File: src/rtl/dmbs_pkg.sv
package dmbs_pkg;

  typedef enum logic [2:0] {
    REG_STOP_LEVEL          = 3'd0,
    REG_RESTART_LEVEL       = 3'd1,
    REG_RPM_STOP_LEVEL      = 3'd2,
    REG_SETTLE_TICKS        = 3'd3,
    REG_BRAKE_DELAY_TICKS   = 3'd4,
    REG_RELEASE_DELAY_TICKS = 3'd5,
    REG_FILTER_ALPHA        = 3'd6
  } cfg_reg_e;

  localparam int unsigned CfgIdxW  = 3;
  localparam int unsigned CfgDataW = 16;
  localparam int unsigned ThrW     = 16;
  localparam int unsigned FracW    = 16;
  localparam int unsigned FlagW    = 5;

  localparam logic [14:0] StopLevelRst    = 15'd1638;
  localparam logic [14:0] RestartLevelRst = 15'd3277;
  localparam logic [14:0] RpmStopLevelRst = 15'd400;
  localparam logic [7:0]  SettleTicksRst  = 8'd10;
  localparam logic [15:0] BrakeDelayRst   = 16'd50;
  localparam logic [7:0]  ReleaseDelayRst = 8'd50;
  localparam logic [15:0] FilterAlphaRst  = 16'd6554;

  // Result status bits, throttle_released in bit 0.
  typedef struct packed {
    logic clear_integrators;
    logic release_waiting;
    logic brake_engage;
    logic speed_settled;
    logic throttle_released;
  } flags_t;

endpackage

File: src/rtl/dual_motor_brake_supervisor.sv
// Dual motor brake supervisor.
// Input stream: one transaction per control tick with both throttle commands
// (signed Q1.15) and both measured speeds (signed, SPEED_BITS wide).
// Output stream: one transaction per input, carrying the status flags and
// the integer part of both filtered speeds.
// Configuration: cfg_we_i writes cfg_data_i into register cfg_idx_i at the
// clock edge; unknown indexes are ignored. Write only while the block is idle.
// Path: an accepted transaction is held in the input register, then moves into
// the result register once the result register is free or being taken.
// Throughput: one transaction per cycle while the receiver does not stall; the
// filter multiply-accumulate and the flag and countdown updates for a tick are
// combinational, between the input register and the result register.
// When the receiver stalls, the result register holds and the input register
// still takes one more transaction; s_axis_tready drops once both are full.
// Reset clears all flags, filters and countdowns, loads the settle counters
// with 10 and restores the default configuration.
module dual_motor_brake_supervisor
  import dmbs_pkg::*;
#(
  parameter int unsigned SPEED_BITS = 16
) (
  input  logic                                     clk_i,
  input  logic                                     rst_ni,
  input  logic                                     s_axis_tvalid,
  output logic                                     s_axis_tready,
  // throttle_one, throttle_two, speed_one, speed_two, zero pad
  input  logic [((2*ThrW+2*SPEED_BITS+7)/8)*8-1:0] s_axis_tdata,
  output logic                                     m_axis_tvalid,
  input  logic                                     m_axis_tready,
  // throttle_released, speed_settled, brake_engage, release_waiting,
  // clear_integrators, filtered_speed_one, filtered_speed_two, zero pad
  output logic [((FlagW+2*SPEED_BITS+7)/8)*8-1:0]  m_axis_tdata,
  input  logic                                     cfg_we_i,
  input  logic [CfgIdxW-1:0]                       cfg_idx_i,
  input  logic [CfgDataW-1:0]                      cfg_data_i
);

  localparam int unsigned SB    = SPEED_BITS;
  localparam int unsigned AW    = SB + FracW;
  localparam int unsigned DW    = AW + 1;
  localparam int unsigned PW    = DW + 17;
  localparam int unsigned CW    = ((AW > 31) ? AW : 31) + 2;
  localparam int unsigned IN_W  = ((2*ThrW+2*SB+7)/8)*8;
  localparam int unsigned OUT_W = ((FlagW+2*SB+7)/8)*8;

  // configuration
  logic [14:0] stop_level_q, restart_level_q, rpm_stop_level_q;
  logic [7:0]  settle_ticks_q, release_delay_q;
  logic [15:0] brake_delay_q, filter_alpha_q;

  always_ff @(posedge clk_i or negedge rst_ni) begin
    if (!rst_ni) begin
      stop_level_q     <= StopLevelRst;
      restart_level_q  <= RestartLevelRst;
      rpm_stop_level_q <= RpmStopLevelRst;
      settle_ticks_q   <= SettleTicksRst;
      brake_delay_q    <= BrakeDelayRst;
      release_delay_q  <= ReleaseDelayRst;
      filter_alpha_q   <= FilterAlphaRst;
    end else if (cfg_we_i) begin
      unique case (cfg_idx_i)
        REG_STOP_LEVEL:          stop_level_q     <= cfg_data_i[14:0];
        REG_RESTART_LEVEL:       restart_level_q  <= cfg_data_i[14:0];
        REG_RPM_STOP_LEVEL:      rpm_stop_level_q <= cfg_data_i[14:0];
        REG_SETTLE_TICKS:        settle_ticks_q   <= cfg_data_i[7:0];
        REG_BRAKE_DELAY_TICKS:   brake_delay_q    <= cfg_data_i;
        REG_RELEASE_DELAY_TICKS: release_delay_q  <= cfg_data_i[7:0];
        REG_FILTER_ALPHA:        filter_alpha_q   <= cfg_data_i;
        default: ;
      endcase
    end
  end

  // input register and handshake
  logic            in_vld_q;
  logic [IN_W-1:0] in_data_q;
  logic            out_free;
  logic            advance;

  assign out_free      = !m_axis_tvalid || m_axis_tready;
  assign advance       = in_vld_q && out_free;
  assign s_axis_tready = !in_vld_q || out_free;

  always_ff @(posedge clk_i or negedge rst_ni) begin
    if (!rst_ni) begin
      in_vld_q <= 1'b0;
    end else if (s_axis_tready) begin
      in_vld_q <= s_axis_tvalid;
    end
  end

  always_ff @(posedge clk_i) begin
    if (s_axis_tready && s_axis_tvalid) begin
      in_data_q <= s_axis_tdata;
    end
  end

  // per-motor state and shared brake state
  logic [1:0]           off_q, off_d, stop_q, stop_d;
  logic [7:0]           cnt_q [2];
  logic [7:0]           cnt_d [2];
  logic signed [AW-1:0] acc_q [2];
  logic signed [AW-1:0] acc_d [2];
  logic [15:0]          brake_cd_q, brake_cd_d;
  logic                 brake_on_q, brake_on_d;
  logic [7:0]           rel_cd_q, rel_cd_d;

  // per-motor datapath and shared brake logic
  logic [ThrW-1:0]      thr    [2];
  logic [SB-1:0]        spd    [2];
  logic signed [ThrW:0] thr_x  [2];
  logic [ThrW:0]        mag    [2];
  logic [1:0]           off_pre, stop_pre, restart, slow;
  logic signed [AW-1:0] seed   [2];
  logic signed [AW-1:0] acc0   [2];
  logic signed [DW-1:0] diff   [2];
  logic signed [PW-1:0] prod   [2];
  logic signed [AW-1:0] acc_n  [2];
  logic signed [CW-1:0] acc_c  [2];
  logic signed [CW-1:0] lim_c;
  logic [7:0]           cnt_pre [2];
  logic                 both_off, both_stopped, restart_any;
  flags_t               flags;

  assign thr[0] = in_data_q[ThrW-1:0];
  assign thr[1] = in_data_q[2*ThrW-1:ThrW];
  assign spd[0] = in_data_q[2*ThrW+SB-1:2*ThrW];
  assign spd[1] = in_data_q[2*ThrW+2*SB-1:2*ThrW+SB];
  assign lim_c  = $signed({{(CW-31){1'b0}}, rpm_stop_level_q, {FracW{1'b0}}});

  always_comb begin
    for (int i = 0; i < 2; i++) begin
      thr_x[i]   = $signed({thr[i][ThrW-1], thr[i]});
      mag[i]     = thr_x[i][ThrW] ? (ThrW+1)'(-thr_x[i]) : thr_x[i];
      seed[i]    = $signed({spd[i], {FracW{1'b0}}});
      off_pre[i] = off_q[i] || (mag[i] <= {2'b00, stop_level_q});
      acc0[i]    = (!off_q[i] && off_pre[i]) ? seed[i] : acc_q[i];
      diff[i]    = $signed({seed[i][AW-1], seed[i]}) - $signed({acc0[i][AW-1], acc0[i]});
      prod[i]    = diff[i] * $signed({1'b0, filter_alpha_q});
      acc_n[i]   = acc0[i] + $signed(prod[i][FracW+AW-1:FracW]);
      acc_c[i]   = $signed({{(CW-AW){acc_n[i][AW-1]}}, acc_n[i]});
      slow[i]    = (acc_c[i] < lim_c) && (acc_c[i] > -lim_c);
      cnt_pre[i]  = cnt_q[i];
      stop_pre[i] = stop_q[i];
      if (!stop_q[i] && off_pre[i]) begin
        if (slow[i]) begin
          cnt_pre[i] = (cnt_q[i] != 8'd0) ? cnt_q[i] - 8'd1 : 8'd0;
        end else begin
          cnt_pre[i] = settle_ticks_q;
        end
        stop_pre[i] = (cnt_pre[i] == 8'd0);
      end
      restart[i] = mag[i] > {2'b00, restart_level_q};
      off_d[i]   = off_pre[i] && !restart[i];
      stop_d[i]  = stop_pre[i] && !restart[i];
      cnt_d[i]   = restart[i] ? settle_ticks_q : cnt_pre[i];
      acc_d[i]   = acc_n[i];
    end

    both_off     = &off_pre;
    both_stopped = &stop_pre;
    restart_any  = |restart;

    brake_cd_d = brake_cd_q;
    brake_on_d = brake_on_q;
    rel_cd_d   = rel_cd_q;
    if (both_off) begin
      if (both_stopped) begin
        if (brake_cd_q != 16'd0) begin
          brake_cd_d = brake_cd_q - 16'd1;
        end else begin
          brake_on_d = 1'b1;
        end
      end else begin
        brake_cd_d = brake_delay_q;
      end
    end
    if (restart_any) begin
      brake_cd_d = brake_delay_q;
      if (brake_on_d) begin
        rel_cd_d = release_delay_q;
      end
      brake_on_d = 1'b0;
    end
    if (rel_cd_d != 8'd0) begin
      rel_cd_d = rel_cd_d - 8'd1;
    end

    flags.throttle_released = both_off;
    flags.speed_settled     = both_stopped;
    flags.brake_engage      = brake_on_d;
    flags.release_waiting   = (rel_cd_d != 8'd0);
    flags.clear_integrators = restart_any;
  end

  always_ff @(posedge clk_i or negedge rst_ni) begin
    if (!rst_ni) begin
      off_q      <= '0;
      stop_q     <= '0;
      cnt_q[0]   <= SettleTicksRst;
      cnt_q[1]   <= SettleTicksRst;
      acc_q[0]   <= '0;
      acc_q[1]   <= '0;
      brake_cd_q <= '0;
      brake_on_q <= 1'b0;
      rel_cd_q   <= '0;
    end else if (advance) begin
      off_q      <= off_d;
      stop_q     <= stop_d;
      cnt_q[0]   <= cnt_d[0];
      cnt_q[1]   <= cnt_d[1];
      acc_q[0]   <= acc_d[0];
      acc_q[1]   <= acc_d[1];
      brake_cd_q <= brake_cd_d;
      brake_on_q <= brake_on_d;
      rel_cd_q   <= rel_cd_d;
    end
  end

  // result register
  always_ff @(posedge clk_i or negedge rst_ni) begin
    if (!rst_ni) begin
      m_axis_tvalid <= 1'b0;
    end else if (out_free) begin
      m_axis_tvalid <= in_vld_q;
    end
  end

  always_ff @(posedge clk_i) begin
    if (advance) begin
      m_axis_tdata <= OUT_W'({acc_n[1][AW-1:FracW], acc_n[0][AW-1:FracW], flags});
    end
  end

endmodule

File: config.mk
export PLATFORM = sky130hd
export DESIGN_NAME = dual_motor_brake_supervisor
export DESIGN_NICKNAME = d
export VERILOG_FILES = /design/src/rtl/dmbs_pkg.sv /design/src/rtl/dual_motor_brake_supervisor.sv
export SDC_FILE = /design/constraint.sdc
export NUM_CORES = 2
export LEC_CHECK = 0
export ABC_AREA = 1
export BUFFER_PORTS_ARGS = -buffer_cell sky130_fd_sc_hd__buf_2
export CAP_MARGIN = 30
export CORE_ASPECT_RATIO = 0.6
export CORE_MARGIN = 4
export CORE_UTILIZATION = 60
export DETAILED_ROUTE_END_ITERATION = 6
export GPL_ROUTABILITY_DRIVEN = 0
export PLACE_DENSITY_LB_ADDON = 0.1
export SLEW_MARGIN = 20
export SYNTH_ARGS = -nofsm -noshare
export SYNTH_HDL_FRONTEND = slang
export SYNTH_SLANG_ARGS = --single-unit
File: constraint.sdc
create_clock -name clk_i -period 46.5 [get_ports clk_i]
set_input_delay 2.325 -clock clk_i [delete_from_list [all_inputs] [get_ports clk_i]]
set_output_delay 2.325 -clock clk_i [all_outputs]
set_load 0.01 [all_outputs]
==> results.yml <==
outcome:
  status: "finished, final reports clean"
setup_path:
  crit_path_start_kind: "flip-flop"
  timing.critical_path.mode_cell: "nand2_1"
  cp_slowest_cell: "inv_1"
  cp.arrival_ns: 21.11
  cp_slowest_stage_delay_ns: 0.58
  crit_fanout: 39
  cpLargestDelayFamily: "simple AND/OR/NAND/NOR gates"
  crit_buf_inv: 17
  worstSetupPathType: "flip-flop to flip-flop"
  crit_path_end_kind: "flip-flop"
  worstPathRequired_ns: 46.96
die:
  die-height_um: 247
  ios: 130
  fp.coreArea_mm2: 0.0942
  row_count: 87
  start_util_pct: 60.6
  die_area_mm2: 0.100
  die_w_um: 406
timing:
  setup_tns_ns: 0
  skew_ns: 0.0273
  hold_viol_final: 0
  rsz0062_at_grt: "no"
  drv_slew: 0
  worst_slew_pin_slew_ns: 1.05
  timing.final.crit_share_pct: 44.4
  setup_viol: 0
  final.min_clock_period_ns: 20.65
  slew_headroom_pct: 30.0
  timing.fmax_mhz: 48.4
  fin_ws_ns: 25.85
logic_synthesis:
  synth_cells: 7171
  synth_xor_xnor_area_share_pct: 3.20
  ys_seq_area_share_pct: 14.3
  synth_ff_type: "dfrtp_1"
  synth_top_family_by_area: "adder cells"
  async_reset_ff_share_pct: 66.9
  synth_area_mm2: 0.0570
  yosysTopAreaCell: "fa_1"
  synth-seq-cells: 305
  synth.avg_cell_area_um2: 7.96
  synthSimpleGateAreaFrac_pct: 18.1
  synth_compound_area_share_pct: 7.07
  ys_top_cells_by_area: "fa_1, inv_1, nand2_1, ha_1, dfrtp_1"
  synthAdderAreaFrac_pct: 44.0
  synthMuxAreaShare_pct: 0.110
  synth_top_area_share_pct: 34.4
  yosysWarningCount: 0
  synth-edff-count: 101
  yosysUniqueCellTypes: 70
clocking:
  cts_resized: 0
  cts_buffers: 28
  hold_buffers: 0
  clock_latency_ns: 0.61
  post-cts-setup-buffers: 0
  path_clk_slew_ns: 0.08
  cts-root-buf: "clkbuf_16"
  cts_tree: "done"
  clock_sinks: 305
  clock_path_buffers: 3
  cts_max_level: 1
drt:
  ant_nets: 0
  dr_total_vias: 47800
  drtIter0Drc: 5350
  wirelength_um: 182000
  vias_per_cell: 5.65
  drc: 0
  firstDrtPassIters: 6
  wire_per_inst_um: 21.5
grt:
  first_global_vias: 47300
  grt.total_usage_pct: 36.9
  grt_pass1_wl_um: 281000
  grt_start_max_net_pins: 87
  antenna_found_initial: 8
  grt_overflow: 0
cells_and_area:
  drive_gt1_share_pct: 5.99
  syn_to_final_growth_pct: 5.30
  layout_commonest_cell: "inv_1"
  multi_input_area_mm2: 0.0414
  fin_nets: 8704
  final_cell_mix: "inv_1, nand2_1, fa_1, nor2_1, ha_1"
  design_area_mm2: 0.0601
  regArea_mm2: 0.00819
  fill_cells: 8336
  post-route-util_pct: 63.8
placed_design:
  dp_worst_setup_slack_ns: 26.40
  dp_hpwl_um: 146000
  placed_area_mm2: 0.0589
  port_buffers: 126
flow_run:
  max_cap_viol_count: 0
min_path:
  hp-class: "flip-flop to flip-flop"
## layout make-up
type / instances / area share [%]
clock inverter: 18 / 0.344
antenna: 3 / 0.0125
tap: 1246 / 2.60
clock buffer: 34 / 1.34
inverter: 1773 / 11.1
multi-input combinational: 4894 / 68.9
timing repair buffer: 194 / 2.07
sequential: 305 / 13.6
## logic make-up after synthesis
family / Yosys count
AOI/OAI and AO/OA: 726
other: 1
buffers and inverters: 1974
and+or+nand+nor: 2533
DFF: 305
adders and majority gates: 1420
muxes: 5
xor gates and xnor gates: 207
## per-stage QoR
step / instances / hold WS, ns
detailed placement: 8403 / 0.471
global placement: 8403 / 0.463
global route: 8464 / 0.506
floorplan: 7173 / 0.444
finish: 8467 / 0.486
CTS: 8455 / 0.490
## synth_stat cells (13+ instances only)
cell,count
nand3_1,128
nor3_1,37
o21ai_0,316
o21bai_1,21
inv_2,27
o21ai_1,20
a31oi_1,17
a21o_1,13
edfxtp_1,101
clkbuf_1,177
xnor2_1,71
inv_1,1730
or2_2,28
ha_1,440
o211ai_1,27
dfrtp_1,169
nand2_2,32
nor2_2,16
clkinv_1,15
nand4_1,44
nor4_1,14
a21oi_1,240
nor2_1,650
nand2_1,1539
dfstp_2,35
fa_1,980
xor2_1,134
## worst register-to-register path, delay by kind of cell, from the launching register on
family	cells	cell delay [ns]
compound gates	19	4.14
xor+xnor	3	0.97
fa+ha+maj	11	4.52
buf+inv	17	2.52
flops	1	0.37
simple gates	51	8.00
## sequential cells by signal (all words and copies together) (netlist names)
signal	flops
m_axis_tdata	37
filter_alpha_q	16
brake_on_q	1
acc_q	64
cnt_q	16
settle_ticks_q	8
in_vld_q	1
rel_cd_q	8
m_axis_tvalid	1
off_q	2
stop_level_q	15
in_data_q	64
release_delay_q	8
brake_cd_q	16
rpm_stop_level_q	15
restart_level_q	15
stop_q	2
brake_delay_q	16
## routing by layer
layer  share of wire (%)  vias up  global-route usage [%]
li1                    -    21500                       -
met1                  43    23200                    56.1
met2                  39     2892                    50.0
met3                  16      287                    14.2
met4                 2.3        2                    7.17
met5              0.0072        -                       0
## final timing paths
kind | start | end | slack (ns) | cells after the start
worst max-delay path | in_data_q[16]$_DFFE_PP_ | brake_cd_q[1]$_DFFE_PN0P_ | 25.85 | 101
worst min-delay path | brake_delay_q[6]$_DFFE_PN0P_ | brake_delay_q[6]$_DFFE_PN0P_ | 0.49 | 2
worst max register to register | in_data_q[16]$_DFFE_PP_ | brake_cd_q[1]$_DFFE_PN0P_ | 25.85 | 101
worst min register to register | brake_delay_q[6]$_DFFE_PN0P_ | brake_delay_q[6]$_DFFE_PN0P_ | 0.49 | 2
max in group asynchronous | rst_ni | stop_level_q[13]$_DFFE_PN0P_ | 42.59 | 3
min in group asynchronous | rst_ni | cnt_q[7]$_DFFE_PN0P_ | 1.72 | 1
Power is not shown: default switching activity piles up to over one toggle a cycle in this logic, so the estimate is an artifact.
